--- src/rtl/core/osas_pkg.sv ---
`timescale 1ns / 1ps
// ----------------------------------------------------------------------------
// Open-loop startup sequencer package
// Shared types, register indexes, limits and the ramp step table.
// ----------------------------------------------------------------------------
package osas_pkg;

    localparam int RAMP_TABLE_LEN = 12;
    localparam int IDX_W          = 4;
    localparam int ACC_W          = 24;
    localparam int ANG_W          = 16;
    localparam int STEP_W         = 8;
    localparam int SHIFT_W        = 5;
    localparam int BLEND_W        = 15;
    localparam int CNT_W          = 16;
    localparam int CFG_IDX_W      = 3;
    localparam int CFG_DATA_W     = 24;

    localparam logic [IDX_W-1:0] RAMP_LAST = IDX_W'(RAMP_TABLE_LEN - 1);
    localparam logic [ACC_W-1:0] ACC_MAX   = {ACC_W{1'b1}};

    localparam logic [CFG_IDX_W-1:0] REG_LOCK_TICKS      = 3'd0;
    localparam logic [CFG_IDX_W-1:0] REG_HANDOVER_SPEED  = 3'd1;
    localparam logic [CFG_IDX_W-1:0] REG_STEP_INTERVAL   = 3'd2;
    localparam logic [CFG_IDX_W-1:0] REG_ANGLE_SHIFT     = 3'd3;
    localparam logic [CFG_IDX_W-1:0] REG_BLEND_STEP      = 3'd4;
    localparam logic [CFG_IDX_W-1:0] REG_HOLD_OPEN_LOOP  = 3'd5;

    localparam logic OP_TICK    = 1'b0;
    localparam logic OP_RESTART = 1'b1;

    typedef struct packed {
        logic [CNT_W-1:0]   lock_ticks;
        logic [ACC_W-1:0]   handover_speed;
        logic [CNT_W-1:0]   step_interval;
        logic [SHIFT_W-1:0] angle_shift;
        logic [BLEND_W-1:0] blend_step;
        logic               hold_open_loop;
    } cfg_t;

    typedef struct packed {
        logic [CNT_W-1:0] lock_count;
        logic [ACC_W-1:0] ramp_accum;
        logic [CNT_W-1:0] tick_count;
        logic [IDX_W-1:0] table_index;
        logic [ANG_W-1:0] open_angle;
        logic [ANG_W-1:0] offset;
        logic             open_mode;
    } state_t;

    typedef struct packed {
        logic signed [ANG_W-1:0] angle;
        logic                    open_loop;
        logic [ACC_W-1:0]        ramp_speed;
        logic signed [ANG_W-1:0] angle_offset;
    } result_t;

    function automatic logic [STEP_W-1:0] ramp_step(input logic [IDX_W-1:0] idx);
        logic [STEP_W-1:0] val;
        case (idx)
            4'd0:    val = 8'd2;
            4'd1:    val = 8'd3;
            4'd2:    val = 8'd4;
            4'd3:    val = 8'd5;
            4'd4:    val = 8'd6;
            4'd5:    val = 8'd7;
            4'd6:    val = 8'd8;
            4'd7:    val = 8'd10;
            4'd8:    val = 8'd12;
            4'd9:    val = 8'd14;
            default: val = 8'd16;
        endcase
        return val;
    endfunction

endpackage

--- src/rtl/core/osas_in_if.sv ---
`timescale 1ns / 1ps
// ----------------------------------------------------------------------------
// Input channel interface
// Valid/ready channel carrying one command word per transfer.
// ----------------------------------------------------------------------------
interface osas_in_if;
    logic               valid;
    logic               ready;
    logic               op;
    logic signed [15:0] est_angle;

    modport source (output valid, output op, output est_angle, input ready);
    modport sink (input valid, input op, input est_angle, output ready);
endinterface

--- src/rtl/core/osas_out_if.sv ---
`timescale 1ns / 1ps
// ----------------------------------------------------------------------------
// Output channel interface
// Valid/ready channel carrying one result word per transfer.
// ----------------------------------------------------------------------------
interface osas_out_if;
    logic               valid;
    logic               ready;
    logic signed [15:0] angle;
    logic               open_loop;
    logic [23:0]        ramp_speed;
    logic signed [15:0] angle_offset;

    modport source (output valid, output angle, output open_loop, output ramp_speed,
                    output angle_offset, input ready);
    modport sink (input valid, input angle, input open_loop, input ramp_speed,
                  input angle_offset, output ready);
endinterface

--- src/rtl/core/osas_cfg.sv ---
`timescale 1ns / 1ps
// ----------------------------------------------------------------------------
// Configuration registers
// Decodes the write port into the six startup control registers.
// ----------------------------------------------------------------------------
module osas_cfg
    import osas_pkg::*;
(
    input  logic                  clk,
    input  logic                  rst_n,
    input  logic                  cfg_we,
    input  logic [CFG_IDX_W-1:0]  cfg_index,
    input  logic [CFG_DATA_W-1:0] cfg_data,
    output cfg_t                  cfg
);

    cfg_t cfg_reg;

    always_ff @(posedge clk or negedge rst_n)
    begin
        if (!rst_n)
        begin
            cfg_reg.lock_ticks     <= 16'd4000;
            cfg_reg.handover_speed <= 24'd100000;
            cfg_reg.step_interval  <= 16'd20000;
            cfg_reg.angle_shift    <= 5'd8;
            cfg_reg.blend_step     <= 15'd9;
            cfg_reg.hold_open_loop <= 1'b0;
        end
        else if (cfg_we)
        begin
            unique case (cfg_index)
                REG_LOCK_TICKS:     cfg_reg.lock_ticks     <= cfg_data[CNT_W-1:0];
                REG_HANDOVER_SPEED: cfg_reg.handover_speed <= cfg_data[ACC_W-1:0];
                REG_STEP_INTERVAL:  cfg_reg.step_interval  <= cfg_data[CNT_W-1:0];
                REG_ANGLE_SHIFT:    cfg_reg.angle_shift    <= cfg_data[SHIFT_W-1:0];
                REG_BLEND_STEP:     cfg_reg.blend_step     <= cfg_data[BLEND_W-1:0];
                REG_HOLD_OPEN_LOOP: cfg_reg.hold_open_loop <= cfg_data[0];
                default:            ;
            endcase
        end
    end

    assign cfg = cfg_reg;

endmodule

--- src/rtl/core/osas_step.sv ---
`timescale 1ns / 1ps
// ----------------------------------------------------------------------------
// Startup step logic
// Computes the next sequencer state and the result word for one tick or restart.
// ----------------------------------------------------------------------------
module osas_step
    import osas_pkg::*;
(
    input  state_t                  st,
    input  cfg_t                    cfg,
    input  logic                    op,
    input  logic signed [ANG_W-1:0] est_angle,
    output state_t                  st_next,
    output result_t                 res
);

    logic [CNT_W-1:0]          tick_inc;
    logic [IDX_W-1:0]          idx_next;
    logic [CNT_W-1:0]          tick_next;
    logic [ACC_W:0]            acc_sum;
    logic [ACC_W-1:0]          acc_ramp;
    logic [ACC_W-1:0]          acc_next;
    logic [ACC_W-1:0]          acc_shifted;
    logic [ANG_W-1:0]          ang_inc;
    logic                      do_lock;
    logic                      do_ramp;
    logic signed [ANG_W:0]     off_ext;
    logic [ANG_W:0]            off_mag;
    logic signed [ANG_W:0]     off_adj;
    logic [ANG_W-1:0]          offset_decay;
    logic [ANG_W-1:0]          offset_switch;

    always_comb
    begin
        tick_inc  = st.tick_count + 16'd1;
        tick_next = st.tick_count;
        idx_next  = st.table_index;
        if (st.table_index < RAMP_LAST)
        begin
            tick_next = tick_inc;
            if (tick_inc == cfg.step_interval)
            begin
                tick_next = '0;
                idx_next  = st.table_index + 4'd1;
            end
        end
        acc_sum  = {1'b0, st.ramp_accum} + {{(ACC_W + 1 - STEP_W){1'b0}}, ramp_step(idx_next)};
        acc_ramp = acc_sum[ACC_W] ? ACC_MAX : acc_sum[ACC_W-1:0];
    end

    assign do_lock = st.lock_count < cfg.lock_ticks;
    assign do_ramp = !do_lock && (st.ramp_accum < cfg.handover_speed);

    assign acc_next    = do_ramp ? acc_ramp : st.ramp_accum;
    assign acc_shifted = (cfg.angle_shift < 5'd24) ? (acc_next >> cfg.angle_shift) : '0;
    assign ang_inc     = acc_shifted[ANG_W-1:0];

    assign offset_switch = st.open_angle - est_angle;

    always_comb
    begin
        off_ext = {st.offset[ANG_W-1], st.offset};
        off_mag = off_ext[ANG_W] ? 17'(-off_ext) : 17'(off_ext);
        off_adj = off_ext;
        if (off_mag > {2'b00, cfg.blend_step})
        begin
            if (off_ext[ANG_W])
                off_adj = off_ext + $signed({2'b00, cfg.blend_step});
            else
                off_adj = off_ext - $signed({2'b00, cfg.blend_step});
        end
        offset_decay = off_adj[ANG_W-1:0];
    end

    always_comb
    begin
        st_next = st;
        res.angle = st.open_angle;
        if (op == OP_RESTART)
        begin
            st_next.lock_count  = '0;
            st_next.ramp_accum  = '0;
            st_next.tick_count  = '0;
            st_next.table_index = '0;
            st_next.open_mode   = 1'b1;
            res.angle           = st.open_angle;
        end
        else if (st.open_mode)
        begin
            if (do_lock)
            begin
                st_next.lock_count = st.lock_count + 16'd1;
            end
            else if (do_ramp)
            begin
                st_next.tick_count  = tick_next;
                st_next.table_index = idx_next;
                st_next.ramp_accum  = acc_ramp;
            end
            else
            begin
                st_next.open_mode = cfg.hold_open_loop;
                st_next.offset    = offset_switch;
            end
            st_next.open_angle = st.open_angle + ang_inc;
            if (st_next.open_mode)
                res.angle = st_next.open_angle;
            else
                res.angle = est_angle + st_next.offset;
        end
        else
        begin
            st_next.offset = offset_decay;
            res.angle      = est_angle + offset_decay;
        end
        res.open_loop    = st_next.open_mode;
        res.ramp_speed   = st_next.ramp_accum;
        res.angle_offset = st_next.offset;
    end

endmodule

--- src/rtl/core/open_loop_startup_angle_sequencer_core.sv ---
`timescale 1ns / 1ps
// ----------------------------------------------------------------------------
// Open-loop startup angle sequencer
// Aligns, ramps and hands over the commutation angle to the estimator.
// ----------------------------------------------------------------------------
// The block takes one word per clock cycle and returns one result word for
// each, in order. A word is held in an input register, from which the step
// logic updates the sequencer state and loads the result register when the
// result register is empty or being taken. Back pressure on the output holds
// the result register; the input register still takes a word while it is
// empty, so the input stalls once both registers are full. With the output
// always ready the block sustains one word per cycle.
// Configuration writes take effect in the cycle after the write and should
// only be made while no word is in flight.
// ----------------------------------------------------------------------------
module open_loop_startup_angle_sequencer_core
    import osas_pkg::*;
(
    input  logic                  clk,
    input  logic                  rst_n,
    input  logic                  cfg_we,
    input  logic [CFG_IDX_W-1:0]  cfg_index,
    input  logic [CFG_DATA_W-1:0] cfg_data,
    osas_in_if.sink               in_ch,
    osas_out_if.source            out_ch
);

    cfg_t                    cfg;
    state_t                  state_reg;
    state_t                  state_next;
    result_t                 res_next;
    result_t                 res_reg;
    logic                    s1_valid_reg;
    logic                    s1_op_reg;
    logic signed [ANG_W-1:0] s1_est_reg;
    logic                    out_valid_reg;
    logic                    advance;
    logic                    in_ready;

    osas_cfg u_cfg (
        .clk       (clk),
        .rst_n     (rst_n),
        .cfg_we    (cfg_we),
        .cfg_index (cfg_index),
        .cfg_data  (cfg_data),
        .cfg       (cfg)
    );

    osas_step u_step (
        .st        (state_reg),
        .cfg       (cfg),
        .op        (s1_op_reg),
        .est_angle (s1_est_reg),
        .st_next   (state_next),
        .res       (res_next)
    );

    assign advance     = !out_valid_reg || out_ch.ready;
    assign in_ready    = !s1_valid_reg || advance;
    assign in_ch.ready = in_ready;

    always_ff @(posedge clk or negedge rst_n)
    begin
        if (!rst_n)
        begin
            s1_valid_reg  <= 1'b0;
            out_valid_reg <= 1'b0;
            state_reg     <= '{open_mode: 1'b1, default: '0};
        end
        else
        begin
            if (in_ready)
                s1_valid_reg <= in_ch.valid;
            if (advance)
            begin
                out_valid_reg <= s1_valid_reg;
                if (s1_valid_reg)
                    state_reg <= state_next;
            end
        end
    end

    always_ff @(posedge clk)
    begin
        if (in_ready && in_ch.valid)
        begin
            s1_op_reg  <= in_ch.op;
            s1_est_reg <= in_ch.est_angle;
        end
        if (advance && s1_valid_reg)
            res_reg <= res_next;
    end

    assign out_ch.valid        = out_valid_reg;
    assign out_ch.angle        = res_reg.angle;
    assign out_ch.open_loop    = res_reg.open_loop;
    assign out_ch.ramp_speed   = res_reg.ramp_speed;
    assign out_ch.angle_offset = res_reg.angle_offset;

endmodule

--- src/flat_wrapper.sv ---
// flat-port wrapper written by rule: the top's interface ports become plain ports
module open_loop_startup_angle_sequencer_core_flat import osas_pkg::*;
  (clk, rst_n, cfg_we, cfg_index, cfg_data, in_ch_valid, in_ch_op, in_ch_est_angle, in_ch_ready, out_ch_valid, out_ch_angle, out_ch_open_loop, out_ch_ramp_speed, out_ch_angle_offset, out_ch_ready);
  osas_in_if in_ch_i ();
  osas_out_if out_ch_i ();
  input  logic clk;
  input  logic rst_n;
  input  logic cfg_we;
  input  logic [CFG_IDX_W-1:0] cfg_index;
  input  logic [CFG_DATA_W-1:0] cfg_data;
  input wire logic [$bits(in_ch_i.valid)-1:0] in_ch_valid;
  input wire logic [$bits(in_ch_i.op)-1:0] in_ch_op;
  input wire logic [$bits(in_ch_i.est_angle)-1:0] in_ch_est_angle;
  output wire logic [$bits(in_ch_i.ready)-1:0] in_ch_ready;
  output wire logic [$bits(out_ch_i.valid)-1:0] out_ch_valid;
  output wire logic [$bits(out_ch_i.angle)-1:0] out_ch_angle;
  output wire logic [$bits(out_ch_i.open_loop)-1:0] out_ch_open_loop;
  output wire logic [$bits(out_ch_i.ramp_speed)-1:0] out_ch_ramp_speed;
  output wire logic [$bits(out_ch_i.angle_offset)-1:0] out_ch_angle_offset;
  input wire logic [$bits(out_ch_i.ready)-1:0] out_ch_ready;
  assign in_ch_i.valid = in_ch_valid;
  assign in_ch_i.op = in_ch_op;
  assign in_ch_i.est_angle = in_ch_est_angle;
  assign in_ch_ready = in_ch_i.ready;
  assign out_ch_valid = out_ch_i.valid;
  assign out_ch_angle = out_ch_i.angle;
  assign out_ch_open_loop = out_ch_i.open_loop;
  assign out_ch_ramp_speed = out_ch_i.ramp_speed;
  assign out_ch_angle_offset = out_ch_i.angle_offset;
  assign out_ch_i.ready = out_ch_ready;
  open_loop_startup_angle_sequencer_core u_core (.clk(clk), .rst_n(rst_n), .cfg_we(cfg_we), .cfg_index(cfg_index), .cfg_data(cfg_data), .in_ch(in_ch_i), .out_ch(out_ch_i));
endmodule
--- config.mk ---
export PLATFORM = sky130hd
export DESIGN_NAME = open_loop_startup_angle_sequencer_core_flat
export DESIGN_NICKNAME = d
export VERILOG_FILES = /design/src/rtl/core/osas_pkg.sv /design/src/rtl/core/osas_in_if.sv /design/src/rtl/core/osas_out_if.sv /design/src/rtl/core/osas_cfg.sv /design/src/rtl/core/osas_step.sv /design/src/rtl/core/open_loop_startup_angle_sequencer_core.sv /design/src/flat_wrapper.sv
export SDC_FILE = /design/constraint.sdc
export NUM_CORES = 1
export LEC_CHECK = 0
export BUFFER_PORTS_ARGS = -buffer_cell sky130_fd_sc_hd__buf_2
export CORE_UTILIZATION = 58
export CTS_BUF_LIST = sky130_fd_sc_hd__clkbuf_4
export CTS_CLUSTER_SIZE = 30
export DETAILED_ROUTE_END_ITERATION = 6
export PLACE_DENSITY = 0.82
export SLEW_MARGIN = 20
export SYNTH_ARGS = -nofsm -noshare
export SYNTH_HDL_FRONTEND = slang
export SYNTH_SLANG_ARGS = --single-unit
--- constraint.sdc ---
create_clock -name clk -period 8 [get_ports clk]
set_clock_uncertainty 0.1 [all_clocks]
set_input_delay 0.8 -clock clk [delete_from_list [all_inputs] [get_ports clk]]
set_output_delay 0.8 -clock clk [all_outputs]
set_load 0.05 [all_outputs]
Word-level counts from Yosys, hierarchy flattened:

Memory sizes are Yosys's and may differ from the RTL's.
Index checks and enable logic that the tools add are counted.

* bits in read-only memories: 80
* memories kept: 1
* flip-flop bits (word level): 246
* word-level logic and storage cells: 97

* shifts and indexed selects: 1
* bitwise operators: 1
* eq/ne operators: 7
* add/sub/neg operators: 11
* multiplexer cells: 26
* reduce and logical (&&, ||, !) cells: 24
* order comparisons: 5

Memories
* (no name shown): words 16, width 5, rd ports 1, clocked after Yosys merged registers in 0, wr ports 0, line osas_pkg.sv:60 `case (idx)`

Operators by type and width (count)
* 2-to-1 mux 16 bit: 11
* 2-to-1 mux 44 bit: 2
* 2-to-1 mux 17 bit: 5
* 2-to-1 mux 76 bit: 1
* adder 16 bit: 4
* 2-to-1 mux 60 bit: 1
* 2-to-1 mux 24 bit: 2
* adder 16 x 1 -> 16 bit (second input constant): 2
* subtractor 16 bit: 2
* adder 24 x 8 -> 25 bit: 1
* less-than comparator 24 bit: 1
* right shift 24 x 5 -> 16 bit: 1
* greater-than comparator 17 x 15 -> 1 bit: 1
* negator 16 -> 17 bit: 1
* == test 16 bit: 1
* less-than comparator 16 bit: 1
* AND reduction 2 bit: 7
* 2-to-1 mux 4 bit: 2
* AND reduction 4 bit: 2
* nonzero test 2 bit: 4
* == test 3 x 2 -> 1 bit (second input constant): 2
* == test 3 bit (second input constant): 2
* AND reduction 6 bit: 1
* less-than comparator 5 bit (second input constant): 1
* 11 further kinds: 17

Logic depth before layout (Yosys ltp):

An unclocked memory read counts as a cell.

* depth after elaboration: 14
* mapped depth: 40

By module:

Synthesis repeated with hierarchy kept, for this count alone.

* cell total of the unflattened synthesis: 2041
* area, all modules: 19630.1 µm²

By module, submodules not included
* osas_step: cells each 1594, area each 10630.2 µm², times used 1, seq. area each 0.0 µm²
* open_loop_startup_angle_sequencer_core: cells each 279, area each 6013.3 µm², times used 1, seq. area each 4600.7 µm²
* osas_cfg: cells each 168, area each 2986.6 µm², times used 1, seq. area each 1951.9 µm²

Least setup slack after synthesis:

Ideal clock, no wire load.

* path kind: reg-to-reg
* start: register u_core.state_reg[37] in the netlist's numbering
* end: register u_core.res_reg (netlist bit u_core.out_ch.angle[15]) (data pin)
* period minus slack after synthesis: 8.210 ns
* cell stages (with the launch flop): 37
* setup slack: -0.210 ns
* arrival time: 7.846 ns
* cells stage by stage: dfrtp_1 ha_1 nand3_2 nor4_2 and3_1 xnor2_1 nand4_1 a2111oi_2 nand3b_1 xor2_1 nor2_1 nor3_1 ha_1 inv_1 fa_1 nor2b_1 o31a_1 o21a_1 nand3_1 nor3_1 mux2_2 mux4_2 mux2_2 mux2i_1 o22ai_1 ha_1 a21o_1 a21oi_1 o21ai_0 nand2_1 o2111ai_1 o211ai_1 o21ai_0 mux2i_1 or2_2 o2111ai_1 nand3_1

RTL lines
* start: declaration: line open_loop_startup_angle_sequencer_core.sv:29 `state_t state_reg;`
* start signal: assignment: line open_loop_startup_angle_sequencer_core.sv:78 `state_reg <= state_next;`
* end signal: assignment: line open_loop_startup_angle_sequencer_core.sv:91 `res_reg <= res_next;`
* end: declaration: line open_loop_startup_angle_sequencer_core.sv:32 `result_t res_reg;`

==> flow_summary.yaml <==
outcome:
  status: "complete, but fails checks"
  violations: "negative setup slack"
power_and_ir_drop:
  p_per_area_nw_per_um2: 298.7
  p_clk_share_pct: 18.9
  vdd_ir_drop_max_mv: 0.1926
  pwr-share-comb_pct: 54.2
  swShare_pct: 44.77
  seq_power_share_pct: 27.0
  internal-power_w: 0.003677
  p_sw_w: 0.002981
  p_leak_nw: 10.09
yosys:
  synth_edf_count: 74
  synth_area_leader_cell: "dfrtp_1"
  ys_seq_area_share_pct: 35.15
  yosysMostFrequentCell: "nand2_1"
  syn_nets: 2302
  syn_avg_cell_area_um2: 8.838
  ys_types: 92
  netlist_instances: 2109
  yosys_warnings: 0
  syn_area_um2: 18640
  yosys-top-cells-area: "dfrtp_1 20%, edfxtp_1 12%, ha_1 9.3%"
  ys_async_sr_fraction_pct: 69.92
  ys_ff_latch: 246
  yosys-top-cells-count: "294 x nand2_1, 187 x o21ai_0, 158 x nor2_1"
  netlist.area_leader.share_pct: 20.27
  ys.flop_type: "dfrtp_1"
placed_design:
  io_buffer_count: 107
  place_congestion: 0.9514
  hpwl_mm: 42.27
  placed_area_um2: 20460
sta:
  fin_crit_ps: 8189
  finalMaxSlewViolations: 0
  tightest_slew_ps: 1134
  slew_headroom_pct: 24.43
  hold_viol_final: 0
  max_freq_ghz: 0.1221
  setup_slack_ps: -188.7
  holdWs_ps: 24.19
  fin_crit_sh_pct: 102.4
  rsz0062_at_grt: "yes"
  setup_viol: 8
floorplan:
  die_h_um: 181.3
  rows: 65
  die_x_um: 181.3
  coreArea_um2: 31560
  dieArea_um2: 32860
  ios: 108
  start_util_pct: 59.07
layout:
  drive_gt1_share_pct: 25.86
  seqCellArea_um2: 6553
  syn2layout_area_growth_pct: 19.55
  largest_reg_flops: 93
  final_nets: 2572
  stdcell_area_um2: 22280
  nFillCells: 2437
  multi_input_area_um2: 11750
route:
  vias: 17619
  drc_errors: 0
  drt_wl_total_mm: 58.28
  ant_nets: 0
  avgViaCountPerCell: 6.204
  drt_iter0_drc: 1690
  first_pass_iters: 6
  wl_per_cell_um: 20.52
grt:
  antenna_found_initial: 2
  grt_pass1_wl_mm: 90.81
  grt_pass1_vias: 16918
  overflow: 0
  grt_max_degree: 100
  grtUsageTotal_pct: 35.49
cts:
  hold_buffers: 0
  cts_max_path_buffers: 3
  tritoncts: "done"
  cts_made_buffers: 70
  cts.sinks: 246
  path_clk_slew_ps: 70
  clock_latency_ps: 790
  htreeDepth: 3
  cts-root-buf: "clkbuf_4"
setup_path:
  slowest_delay_ps: 500
  crit_path_start_kind: "flop"
  required_ps: 8370
  crit_path_max_fanout: 7
  crit_type: "flop to flop"
  critical-path-slowest-cell: "mux4_2"
  crit_path_frequent_cell: "buf_4"
  endpoint_kind: "flop"
  critPathArrivalTime_ps: 8560
  timing.rr.start: "u_core.state_reg[37]"
  r2r.worst_path.cells: 41
  reg2reg_to: "u_core.out_ch.angle[15]"
  r2r_slack_ps: -190
min_path:
  hold_path_class: "input pin to asynchronous set/reset pin"
job:
  cap_violations: 0
cells by family (layout without fill, tap and decap cells):
kind of cell	count (synthesis)	after routing	synth area share (%)
simple gates	686	686	16.88
compound gates	555	555	18.95
flops	246	246	35.15
buf+inv	226	553	4.706
fa+ha+maj	144	144	9.908
mux	129	129	8.626
xor+xnor	123	123	5.780
other cells	0	2	0
final cells by class:
cell class / count / share of cell area [%]
multi-input combinational: 1637 / 52.75
sequential: 246 / 29.40
timing repair buffer: 298 / 9.163
clock buffer: 112 / 3.773
tap: 402 / 2.257
inverter: 126 / 2.128
clock inverter: 17 / 0.5053
antenna: 2 / 0.02246
critical path: cells and delay by family, from the launching register on:
kind                       cells  cell delay, ps
buffers and inverters          8            1120
muxes                          4            1260
adders and majority gates      3             830
xor gates and xnor gates       1             100
and+or+nand+nor                9            1350
AOI/OAI and AO/OA             16            2760
DFF                            1             360
what timing repair did:
item,4_1_cts,5_1_grt
pin swaps,42,63
buffers inserted,22,21
endpoints found under the setup margin,18,24
gates resized for setup,53,75
cells in the final DEF (no fill, tap or decap), drive strengths merged, types with 8 or more instances in the layout:
master	instances
a211oi	28
a21o	34
a21oi	101
a31oi	39
and2	13
and3	20
and4	9
buf	297
clkbuf	113
clkinv	14
dfrtp	151
dfstp	21
edfxtp	74
ha	138
inv	125
mux2	60
mux2i	51
mux4	18
nand2	295
nand2b	13
nand3	50
nand4	14
nor2	159
nor2b	16
nor3	45
nor4	11
o2111ai	8
o211ai	14
o21a	13
o21ai	196
o21bai	12
o31ai	24
o41ai	8
or3	19
xnor2	81
xor2	42
how the worst max path moves through the flow:
stage                               from                      end  cells past startpoint
floorplan           u_core.state_reg[37]  u_core.out_ch.angle[15]                     36
finish              u_core.state_reg[37]  u_core.out_ch.angle[15]                     41
global placement    u_core.state_reg[37]  u_core.out_ch.angle[14]                     37
detailed placement  u_core.state_reg[37]  u_core.out_ch.angle[15]                     37
global route        u_core.state_reg[37]  u_core.out_ch.angle[15]                     42
CTS                 u_core.state_reg[38]  u_core.out_ch.angle[14]                     42
per-layer routing:
layer  share of wire [%]  vias to the layer above  track usage [%]
met2                  45                      777            55.88
met3                 8.9                      153            7.378
li1                    -                     8200                -
met1                  42                     8489            47.28
met4                 4.1                        0            15.42
met5                   0                        -                0
power by group through the flow:
stage          Sequential [W]  Combinational (W)  Clock, W
2_1_floorplan         0.00182            0.00253         0
3_3_place_gp          0.00179            0.00334         0
3_5_place_dp          0.00180            0.00344         0
4_1_cts               0.00178            0.00349   0.00128
5_1_grt               0.00182            0.00394   0.00134
6_report              0.00179            0.00361   0.00126
metrics by stage:
step	setup slack [ps]	TNS (ps)	util, %	instances	power [W]
after global placement	-207.5	-1136	64.82	2666	0.005137
after CTS	-157.9	-603.5	68.99	2817	0.006550
after floorplan	26.07	0	-	2109	0.004352
after detailed placement	-530.2	-4579	64.83	2666	0.005239
final	-188.7	-892.5	70.62	2840	0.006657
after global routing	-644.8	-6214	70.62	2840	0.007092
(Power assumes the default switching activity.)
